`src/sv/bsfc_pkg.sv`:
```
// Package for the bitmap set/find/count block.
// Holds field widths, request kind codes, payload types and the byte helpers.
// No dependencies.
package bsfc_pkg;

    // Field widths fixed by the external interface.
    localparam int KIND_W = 2;
    localparam int OFF_W  = 10;
    localparam int CNT_W  = 11;

    // Default geometry and register reset value.
    localparam int MAX_BITS_DEF = 1024;
    localparam logic [CNT_W-1:0] BIT_COUNT_RST = 11'd1024;

    // Byte-level constants.
    localparam logic [7:0] BYTE_ZERO = 8'h00;
    localparam logic [7:0] BYTE_ONES = 8'hFF;
    localparam int BYTE_BITS = 8;

    // Request kinds.
    localparam logic [KIND_W-1:0] KIND_GET   = 2'd0;
    localparam logic [KIND_W-1:0] KIND_SET   = 2'd1;
    localparam logic [KIND_W-1:0] KIND_CLR   = 2'd2;
    localparam logic [KIND_W-1:0] KIND_QUERY = 2'd3;

    typedef struct packed {
        logic [KIND_W-1:0] kind;
        logic [OFF_W-1:0]  bit_offset;
    } req_t;

    typedef struct packed {
        logic             bit_value;
        logic             out_of_range;
        logic [CNT_W-1:0] ones_count;
        logic             any_set;
        logic [CNT_W-1:0] lowest_set;
        logic [CNT_W-1:0] lowest_clear;
    } rsp_t;

    // Number of set bits in one byte.
    function automatic logic [3:0] pop8(input logic [7:0] v);
        logic [3:0] n;
        n = 4'd0;
        for (int i = 0; i < BYTE_BITS; i++) begin
            n = n + {3'd0, v[i]};
        end
        return n;
    endfunction

    // Index of the lowest set bit of a byte; zero when the byte is empty.
    function automatic logic [2:0] low8(input logic [7:0] v);
        logic [2:0] p;
        p = 3'd0;
        for (int i = BYTE_BITS - 1; i >= 0; i--) begin
            if (v[i]) begin
                p = 3'(i);
            end
        end
        return p;
    endfunction

endpackage

```
`src/sv/bsfc_if.sv`:
```
// Request and response channel interfaces for the bitmap set/find/count block.
// Each carries valid, ready and a payload struct. Depends on bsfc_pkg.
interface bsfc_req_if;
    import bsfc_pkg::*;

    logic valid;
    logic ready;
    req_t payload;

    modport source (output valid, output payload, input ready);
    modport sink (input valid, input payload, output ready);
endinterface

interface bsfc_rsp_if;
    import bsfc_pkg::*;

    logic valid;
    logic ready;
    rsp_t payload;

    modport source (output valid, output payload, input ready);
    modport sink (input valid, input payload, output ready);
endinterface

```
`src/sv/bitmap_set_find_count_top.sv`:
```
// Top level of the bitmap set/find/count block: bitmap memory, sequencer and scan unit.
// Depends on bsfc_pkg and the channel interfaces in bsfc_if.sv.
//
// A byte-organized bitmap, cleared at reset, that serves one request at a time. Each request
// gets or changes one bit and then a single scan unit walks the bitmap memory one byte per
// cycle, building the population count and the lowest set and clear positions. A request
// passes through a read-modify-write state and then a scan state that walks ceil(n/8) bytes,
// where n is the bit count in use, paced by the memory's single registered read port. A
// waiting response sits in an output register, so a new request can start while it is not
// yet taken; if that response is still waiting when the next scan ends, the block holds the
// new result and takes no request until the output register frees up.
module bitmap_set_find_count_top #(
    parameter int MAX_BITS = bsfc_pkg::MAX_BITS_DEF
) (
    input  logic                       clk,
    input  logic                       rst_n,
    input  logic                       cfg_wr_en,
    input  logic [bsfc_pkg::CNT_W-1:0] cfg_wr_data,
    bsfc_req_if.sink                   req,
    bsfc_rsp_if.source                 rsp
);
    import bsfc_pkg::*;

    // Geometry. Offsets stay below 1024 and bit counts below 2048, so at most
    // 256 bytes are ever scanned.
    localparam int MAP_BYTES  = (MAX_BITS + BYTE_BITS - 1) / BYTE_BITS;
    localparam int USED_BYTES = (MAP_BYTES < 256) ? MAP_BYTES : 256;
    localparam int AW         = (USED_BYTES > 1) ? $clog2(USED_BYTES) : 1;
    localparam int IW         = $clog2(USED_BYTES + 1);

    localparam logic [1:0] ST_IDLE = 2'd0;
    localparam logic [1:0] ST_RMW  = 2'd1;
    localparam logic [1:0] ST_SCAN = 2'd2;

    logic [1:0]        state_reg, state_next;
    logic [CNT_W-1:0]  bit_count_reg;
    logic [KIND_W-1:0] kind_reg;
    logic [AW-1:0]     byte_idx_reg;
    logic [2:0]        bit_sel_reg;
    logic              oor_reg;
    logic              prior_reg;
    logic [CNT_W-1:0]  n_reg;
    logic [IW-1:0]     nbytes_reg;
    logic [IW-1:0]     idx_reg;
    logic              pend_reg;
    logic [AW-1:0]     pend_idx_reg;
    logic [CNT_W-1:0]  ones_reg;
    logic              fset_reg;
    logic              fclr_reg;
    logic [CNT_W-1:0]  lset_reg;
    logic [CNT_W-1:0]  lclr_reg;
    logic              out_valid_reg;
    rsp_t              out_reg;

    logic [7:0]        mem [USED_BYTES];
    logic              vld_reg [USED_BYTES];
    logic [7:0]        rd_byte_reg;

    logic              req_acc;
    logic [CNT_W-1:0]  n_sat;
    logic [CNT_W:0]    nbytes_sum;
    logic              acc_oor;
    logic [AW-1:0]     rd_addr;
    logic              wr_en;
    logic [7:0]        wr_byte;
    logic [7:0]        bit_mask;
    logic              scan_issue;
    logic              scan_end;
    logic              out_free;
    logic [CNT_W-1:0]  pos_set;
    logic [CNT_W-1:0]  pos_clr;
    logic [7:0]        inv_byte;

    assign req.ready = (state_reg == ST_IDLE);
    assign req_acc   = req.valid && req.ready;
    assign rsp.valid = out_valid_reg;
    assign rsp.payload = out_reg;

    // Bit count in use, saturated at the bitmap size, and the bytes covering it.
    assign n_sat = ({21'd0, bit_count_reg} > 32'(MAX_BITS)) ? CNT_W'(MAX_BITS) : bit_count_reg;
    assign nbytes_sum = {1'b0, n_sat} + (CNT_W + 1)'(BYTE_BITS - 1);
    assign acc_oor = (req.payload.kind != KIND_QUERY) &&
                     ({1'b0, req.payload.bit_offset} >= n_sat);

    // Configuration register.
    always_ff @(posedge clk or negedge rst_n) begin
        if (!rst_n) begin
            bit_count_reg <= BIT_COUNT_RST;
        end else if (cfg_wr_en) begin
            bit_count_reg <= cfg_wr_data;
        end
    end

    // Memory read address: the addressed byte at acceptance, the scan pointer afterwards.
    always_comb begin
        if (state_reg == ST_IDLE) begin
            rd_addr = AW'(req.payload.bit_offset >> 3);
        end else begin
            rd_addr = AW'(idx_reg);
        end
    end

    // Read-modify-write of the addressed byte.
    assign bit_mask = 8'(1) << bit_sel_reg;
    assign wr_en = (state_reg == ST_RMW) && !oor_reg &&
                   ((kind_reg == KIND_SET) || (kind_reg == KIND_CLR));
    assign wr_byte = (kind_reg == KIND_SET) ? (rd_byte_reg | bit_mask)
                                            : (rd_byte_reg & ~bit_mask);

    // Bitmap memory with a registered read; unwritten bytes read as zero.
    always_ff @(posedge clk) begin
        if (wr_en) begin
            mem[byte_idx_reg] <= wr_byte;
        end
        rd_byte_reg <= vld_reg[rd_addr] ? mem[rd_addr] : BYTE_ZERO;
    end

    // Per-byte written flags, cleared at reset.
    always_ff @(posedge clk or negedge rst_n) begin
        if (!rst_n) begin
            for (int i = 0; i < USED_BYTES; i++) begin
                vld_reg[i] <= 1'b0;
            end
        end else if (wr_en) begin
            vld_reg[byte_idx_reg] <= 1'b1;
        end
    end

    // Scan control and candidate positions of the byte now in the read register.
    assign scan_issue = (idx_reg < nbytes_reg);
    assign scan_end   = !scan_issue && !pend_reg;
    assign out_free   = !out_valid_reg || rsp.ready;
    assign inv_byte   = ~rd_byte_reg;
    assign pos_set    = CNT_W'({pend_idx_reg, low8(rd_byte_reg)});
    assign pos_clr    = CNT_W'({pend_idx_reg, low8(inv_byte)});

    // Sequencer.
    always_comb begin
        state_next = state_reg;
        unique case (state_reg)
            ST_IDLE: begin
                if (req_acc) begin
                    state_next = ST_RMW;
                end
            end
            ST_RMW: begin
                state_next = ST_SCAN;
            end
            ST_SCAN: begin
                if (scan_end && out_free) begin
                    state_next = ST_IDLE;
                end
            end
            default: begin
                state_next = ST_IDLE;
            end
        endcase
    end

    always_ff @(posedge clk or negedge rst_n) begin
        if (!rst_n) begin
            state_reg <= ST_IDLE;
            pend_reg  <= 1'b0;
        end else begin
            state_reg <= state_next;
            pend_reg  <= (state_reg == ST_SCAN) && scan_issue;
        end
    end

    // Request capture, bit read and scan accumulation.
    always_ff @(posedge clk) begin
        if (req_acc) begin
            kind_reg     <= req.payload.kind;
            byte_idx_reg <= AW'(req.payload.bit_offset >> 3);
            bit_sel_reg  <= req.payload.bit_offset[2:0];
            oor_reg      <= acc_oor;
            n_reg        <= n_sat;
            nbytes_reg   <= IW'(nbytes_sum >> 3);
            idx_reg      <= '0;
            ones_reg     <= '0;
            fset_reg     <= 1'b0;
            fclr_reg     <= 1'b0;
            lset_reg     <= n_sat;
            lclr_reg     <= n_sat;
        end
        if (state_reg == ST_RMW) begin
            prior_reg <= !oor_reg && (kind_reg != KIND_QUERY) &&
                         ((rd_byte_reg & bit_mask) != BYTE_ZERO);
        end
        if ((state_reg == ST_SCAN) && scan_issue) begin
            idx_reg      <= idx_reg + IW'(1);
            pend_idx_reg <= AW'(idx_reg);
        end
        if (pend_reg) begin
            ones_reg <= ones_reg + CNT_W'(pop8(rd_byte_reg));
            if (!fset_reg && (rd_byte_reg != BYTE_ZERO)) begin
                fset_reg <= 1'b1;
                if (pos_set < n_reg) begin
                    lset_reg <= pos_set;
                end
            end
            if (!fclr_reg && (rd_byte_reg != BYTE_ONES)) begin
                fclr_reg <= 1'b1;
                if (pos_clr < n_reg) begin
                    lclr_reg <= pos_clr;
                end
            end
        end
    end

    // Output register.
    always_ff @(posedge clk or negedge rst_n) begin
        if (!rst_n) begin
            out_valid_reg <= 1'b0;
        end else if ((state_reg == ST_SCAN) && scan_end && out_free) begin
            out_valid_reg <= 1'b1;
        end else if (rsp.ready) begin
            out_valid_reg <= 1'b0;
        end
    end

    always_ff @(posedge clk) begin
        if ((state_reg == ST_SCAN) && scan_end && out_free) begin
            out_reg.bit_value    <= prior_reg;
            out_reg.out_of_range <= oor_reg;
            out_reg.ones_count   <= ones_reg;
            out_reg.any_set      <= (ones_reg != '0);
            out_reg.lowest_set   <= lset_reg;
            out_reg.lowest_clear <= lclr_reg;
        end
    end

endmodule

```
`src/flat_wrapper.sv`:
```
// flat-port wrapper written by rule: the top's interface ports become plain ports
module bitmap_set_find_count_top_flat import bsfc_pkg::*;
#(
    parameter int MAX_BITS = bsfc_pkg::MAX_BITS_DEF
)
  (clk, rst_n, cfg_wr_en, cfg_wr_data, req_valid, req_payload, req_ready, rsp_valid, rsp_payload, rsp_ready);
  bsfc_req_if req_i ();
  bsfc_rsp_if rsp_i ();
  input  logic clk;
  input  logic rst_n;
  input  logic cfg_wr_en;
  input  logic [bsfc_pkg::CNT_W-1:0] cfg_wr_data;
  input wire logic [$bits(req_i.valid)-1:0] req_valid;
  input wire logic [$bits(req_i.payload)-1:0] req_payload;
  output wire logic [$bits(req_i.ready)-1:0] req_ready;
  output wire logic [$bits(rsp_i.valid)-1:0] rsp_valid;
  output wire logic [$bits(rsp_i.payload)-1:0] rsp_payload;
  input wire logic [$bits(rsp_i.ready)-1:0] rsp_ready;
  assign req_i.valid = req_valid;
  assign req_i.payload = req_payload;
  assign req_ready = req_i.ready;
  assign rsp_valid = rsp_i.valid;
  assign rsp_payload = rsp_i.payload;
  assign rsp_i.ready = rsp_ready;
  bitmap_set_find_count_top #(.MAX_BITS(MAX_BITS)) u_core (.clk(clk), .rst_n(rst_n), .cfg_wr_en(cfg_wr_en), .cfg_wr_data(cfg_wr_data), .req(req_i), .rsp(rsp_i));
endmodule
```
`config.mk`:
```
export PLATFORM = sky130hd
export DESIGN_NAME = bitmap_set_find_count_top_flat
export DESIGN_NICKNAME = d
export VERILOG_FILES = /design/src/sv/bsfc_pkg.sv /design/src/sv/bsfc_if.sv /design/src/sv/bitmap_set_find_count_top.sv /design/src/flat_wrapper.sv
export SDC_FILE = /design/constraint.sdc
export NUM_CORES = 2
export LEC_CHECK = 0
export BUFFER_PORTS_ARGS = -buffer_cell sky130_fd_sc_hd__buf_2
export CORE_MARGIN = 5
export CORE_UTILIZATION = 45
export CTS_CLUSTER_SIZE = 40
export DETAILED_ROUTE_END_ITERATION = 8
export PLACE_DENSITY_LB_ADDON = 0.2
export SKIP_LAST_GASP = 1
export SYNTH_ARGS = -nofsm -noshare
export SYNTH_HDL_FRONTEND = slang
export SYNTH_SLANG_ARGS = --single-unit
export TNS_END_PERCENT = 50
```
`constraint.sdc`:
```
create_clock -name clk -period 8.6 [get_ports clk]
set_input_delay 1.72 -clock clk [delete_from_list [all_inputs] [get_ports clk]]
set_output_delay 1.72 -clock clk [all_outputs]
set_load 0.05 [all_outputs]
```
# ---- Word level (Yosys, flattened, before mapping)
# Memories as Yosys holds them, arrays and structs flattened. A register that Yosys moved wholly into a read port is not among the register bits.
# Cells that the tools add are included.
dict set report totals {
  output_inout_bits 38
  mem_bits_rw 1024
  memories 1
  reg_bits 262
  elab_cells 269
  in_bits 28
}
dict set report classes {
  add_sub_neg 10
  n_eq_ne 9
  magnitude_cmp 8
  reduce_logical 31
  bitwise 8
  n_shift 1
  muxes 49
}
# name depth word_bits rd rd_clocked_by_memory_dff wr line_no
set memory_table {}
lappend memory_table {u_core.mem 128 8 1 1 1 bitmap_set_find_count_top.sv:55} ;# logic [7:0] mem [USED_BYTES];
# cell n
set ops {}
lappend ops {{OR 128 bit} 1}
lappend ops {{two-way mux 11 bit} 11}
lappend ops {{two-way mux 3 bit} 16}
lappend ops {{adder 4 x 1 -> 4 bit} 6}
lappend ops {{two-way mux 8 bit} 3}
lappend ops {{< comparator 10 x 11 -> 1 bit} 2}
lappend ops {{bitwise AND 8 bit} 2}
lappend ops {{>= comparator 8 bit (second input constant)} 2}
lappend ops {{inverter 7 -> 8 bit} 2}
lappend ops {{inverter 8 bit} 2}
lappend ops {{nonzero test 8 bit} 2}
lappend ops {{logical AND 1 bit} 14}
lappend ops {{two-way mux 1 bit} 13}
lappend ops {{adder 11 x 3 -> 11 bit (second input constant)} 1}
lappend ops {{adder 11 x 4 -> 11 bit} 1}
lappend ops {{>= comparator 10 x 11 -> 1 bit} 1}
lappend ops {{> comparator 11 bit (second input constant)} 1}
lappend ops {{nonzero test 11 bit} 1}
lappend ops {{adder 8 x 1 -> 8 bit (second input constant)} 1}
lappend ops {{< comparator 8 x 1 -> 1 bit (second input constant)} 1}
lappend ops {{< comparator 8 bit} 1}
lappend ops {{inequality test 8 bit (second input constant)} 1}
lappend ops {{OR 8 bit} 1}
lappend ops {{<< shifter 1 x 3 -> 8 bit (first input constant)} 1}
lappend ops {{other kinds (15)} 29}

# ---- Depth between registers and ports, before layout
dict set report logic_depth {
  ltp_word 13
  depth_mapped 17
  mapped_depth_nobuf 17
}

# ---- Worst setup path before layout
# OpenSTA, ideal clock, no wires.
dict set report synth_path {
  path_type {flip-flop to flip-flop}
  startpoint {register u_core.bit_sel_reg[0]}
  endpoint {memory u_core.mem[0][1], data pin}
  n_path_buf 1
  synth_period_minus_slack_ps 6926
  required_ps 7403
  setup_time_ps 1197
  path_stages_with_launch 4
  path_slack_ps 1674
  t_arrival_ps 5730
  cell_sequence {edfxtp_1 -> clkbuf_1 -> nor3b_1 -> o21ai_0}
}
dict set report synth_via {
  elab_chain_len 4
  word_cells_on_any_way 5
  cone_classes {shift: 1; mux: 1; bitwise: 3}
}
# item line_no
set synth_rtl {}
lappend synth_rtl {{start: declaration} bitmap_set_find_count_top.sv:39} ;# logic [2:0] bit_sel_reg;
lappend synth_rtl {{start signal: assignment} bitmap_set_find_count_top.sv:175} ;# bit_sel_reg <= req.payload.bit_offset[2:0];
lappend synth_rtl {{<< shifter 1 x 3 -> 8 bit (*)} bitmap_set_find_count_top.sv:104} ;# assign bit_mask = 8'(1) << bit_sel_reg;
lappend synth_rtl {{inverter 8 bit} bitmap_set_find_count_top.sv:108} ;# : (rd_byte_reg & ~bit_mask);
lappend synth_rtl {{bitwise AND 8 bit} bitmap_set_find_count_top.sv:108}
lappend synth_rtl {{two-way mux 8 bit (*)} bitmap_set_find_count_top.sv:107} ;# assign wr_byte = (kind_reg == KIND_SET) ? (rd_byte_reg | bit_mask)
lappend synth_rtl {{named net u_core.wr_byte[1]} bitmap_set_find_count_top.sv:65} ;# logic [7:0] wr_byte;
lappend synth_rtl {{end: declaration} bitmap_set_find_count_top.sv:55}
# Mark *: on every way through the listed nets, which the timed path passes. The rest lies on a longest branch.

# ---- Final worst setup path
dict set report layout_path {
  startpoint {input req_payload[4]}
  endpoint {register u_core.rd_byte_reg[1], read port of u_core.mem}
}
dict set report layout_via {
  elab_chain_len 6
}
# item line_no
set layout_rtl {}
lappend layout_rtl {{start: declaration} flat_wrapper.sv:14} ;# input wire logic [$bits(req_i.payload)-1:0] req_payload;
lappend layout_rtl {{two-way mux 7 bit (*)} bitmap_set_find_count_top.sv:96} ;# if (state_reg == ST_IDLE) begin
lappend layout_rtl {{inverter 7 -> 8 bit (implied by the code)} bitmap_set_find_count_top.sv:115} ;# rd_byte_reg <= vld_reg[rd_addr] ? mem[rd_addr] : BYTE_ZERO;
lappend layout_rtl {{binary-select mux 1 bit (select 7 bit)} bitmap_set_find_count_top.sv:115}
lappend layout_rtl {{two-way mux 1 bit (implied by the code) (2 in series)} bitmap_set_find_count_top.sv:115}
lappend layout_rtl {{logical NOT 1 bit (no line)} n/a}
lappend layout_rtl {{end: declaration} bitmap_set_find_count_top.sv:57} ;# logic [7:0] rd_byte_reg;
# Mark *: on every way between the ends. The rest lies on a longest branch, timed or not. The select of a mux whose other input is x is not followed.
# A chain may end at the register's enable or synchronous reset.

==> run summary <==
Hold-fix buffers at CTS - 0
Worst Clk Skew - 21.6 ps
Synth warn - 0
Largest net degree at the start of global routing - 124
RSZ-0062 raised after global routing - no
Initial DRC Count - 3602
Total power - 20.3 mW
CORE AREA - 116000 um2
Final net count - 3876
Async set-reset flop share out of synthesis - 11.1%
Crit path kind - in2reg
Post-synth top area cell - edfxtp_1
Power Density - 344 nW/um2
Min-Delay Path Depth - 0
Port bufs - 65
Library cells used by synthesis - 73
Cells after synthesis - 3740
IO Pins - 66
CTS tree - yes
Top-count cell post-synth - edfxtp_1
Detail Placement HPWL - 88900 um
Pins Over Slew Limit - 0
Setup violations, final - 0
Synthesized area per cell - 14.0 um2
Number of max-cap violations - 0
Placer Congestion - 0.871
First-pass GRT wire length - 216000 um
Area share of the largest cell type after synthesis - 64.1%
Vias in the first global route - 31200
Routed WL - 147000 um
Area contributors post-synth - edfxtp_1, dfrtp_1, nand2_1
Root buffer cell - clkbuf_16
Tightest Pin Transition - 1360 ps
Initial Util - 45.3%
Crit Reg-Reg Endpoint - u_core.rd_byte_reg[1]$_SDFF_PN0_
Hold Path Class - reg2reg
Startpoint Class - input port
GR Overflow Total - 0
Register area share after synthesis - 72.1%
Critical-path maximum fanout - 55
Status - finished clean
Area Overhead vs Synth - 12.4%
Reg2Reg Depth - 10
Sink Count - 1294
Skew-Pair Late Insertion Delay - 740 ps
R2R Setup Slk - 3480 ps
# DRC - 0
Netlist Area Pre-Place - 52400 um2
DIE AREA - 123000 um2
Initial antenna violation count - 3
Vias - 32300
Max-Slew Margin vs Limit - 8.99%
Post-synth top cells - edfxtp_1, nand2_1, nand3_1, nor2_1, dfrtp_1
Row count - 125
CP Data Arrival Time - 5770 ps
Tot GR Track Use - 23.7%
Sum Neg Setup Slack - 0 ps
Synth Flop Type - edfxtp_1
Hold Path End - u_core.rsp.payload[15]$_DFFE_PP_
DRT antenna net count - 0
Via density - 5.94
IR drop worst, VDD - 0.000259 V
CP Data Required Time - 9210 ps
Startpoint of the worst hold path - u_core.lset_reg[4]$_DFF_P_
Yosys reg bits - 1294
Mapped Nets - 3812
Number of flops mapped to enable cells by yosys - 1119
Period utilization - 60.1%
Num CTS Buffers - 137
Layout cell share with drive strength beyond 1 - 15.5%
Per-cell routed wire length - 27.1 um
Hold Vio Cnt, Final - 0
Gates resized, CTS repair - 0
Antenna cell count - 0
CP Capture Type - register
Max Freq - 194 MHz
Die span in y - 351 um
Max reg flops - 1024
Max clock buf depth - 3
Static Leakage - 21.3 nW
CTS H-tree depth - 4
R2r startpoint - u_core.state_reg[1]$_DFFE_PN0P_
Final min period - 5160 ps
DRT Pass-1 Iters - 6
Post-CTS setup repair buffer count - 0
Clock transition at path regs - 60 ps
Die W - 351 um
[worst max path at each step]
stage               depth (start not counted)  slack (ps)                               end                             from
floorplan                                   3        1670        u_core.mem[0][1]$_DFFE_PP_  u_core.bit_sel_reg[0]$_DFFE_PP_
global placement                            9        2720  u_core.rd_byte_reg[1]$_SDFF_PN0_                   req_payload[3]
detailed placement                         10        2710  u_core.rd_byte_reg[1]$_SDFF_PN0_                   req_payload[4]
CTS                                        10        3500  u_core.rd_byte_reg[1]$_SDFF_PN0_                   req_payload[4]
global route                               10        3250  u_core.rd_byte_reg[1]$_SDFF_PN0_  u_core.state_reg[1]$_DFFE_PN0P_
finish                                     10        3440  u_core.rd_byte_reg[1]$_SDFF_PN0_                   req_payload[4]
[layout make-up]
| class | instances | area, um2 |
|---|---|---|
| inverters | 62 | 233 |
| flip-flops and latches | 1294 | 37800 |
| multi-input cells | 2172 | 13600 |
| well taps | 1524 | 1910 |
| clock inverters | 65 | 567 |
| repair buffers | 137 | 935 |
| clock buffers | 184 | 3830 |
| fillers | 9679 | 57000 |
[cell families (layout without fill, tap and decap cells)]
kind of cell / count (synthesis) / after routing / synth area share, %
flops: 1294 / 1294 / 72.1
fa+ha+maj: 44 / 44 / 1.12
buf+inv: 274 / 448 / 2.23
compound gates: 493 / 493 / 6.59
xor+xnor: 18 / 18 / 0.301
simple gates: 1450 / 1450 / 12.5
mux: 167 / 167 / 5.18
[critical path, stage by stage]
cell	delay, ps
buf_2	230
or3b_2	520
nand2_4	630
buf_4	580
buf_4	580
a2111oi_0	220
nor4_1	550
nor4_1	140
and4b_1	360
o41a_1	160
[cell usage in the layout, fill, tap and decap left out, drive strengths merged, types with 65 or more instances in the layout]
master	Yosys	routed
edfxtp	1119	1119
nand2	730	730
inv	59	66
dfrtp	142	142
nand3	256	256
a21oi	90	90
a31oi	65	65
or2	124	124
mux4	80	80
clkbuf	112	184
buf	100	137
nor2	169	169
[power breakdown]
part	internal (mW)	switching [mW]
sequential	7.57	0.271
combinational	1.94	4.70
clock	3.37	2.44
total	12.9	7.41
[metrics by stage]
| stage | instances | util [%] | setup WS, ps | cell area (um2) | hold slack (ps) |
|---|---|---|---|---|---|
| CTS | 5438 | 50.8 | 3500 | 58900 | 431 |
| global route | 5438 | 50.8 | 3250 | 58900 | 438 |
| floorplan | 3740 | - | 1670 | 52400 | 400 |
| global placement | 5189 | 47.0 | 2720 | 54500 | 414 |
| finish | 5438 | 50.8 | 3440 | 58900 | 428 |
| detailed placement | 5189 | 47.0 | 2710 | 54500 | 416 |
[metal layers]
layer  vias up  GRT usage, %  share of wire [%]
li1      14100             -                  -
met1     16400          33.7                 42
met2      1467          37.1                 47
met3       229          5.09                8.8
met4         4          6.96                2.6
met5         -             0              0.016
(Power assumes the default switching activity.)
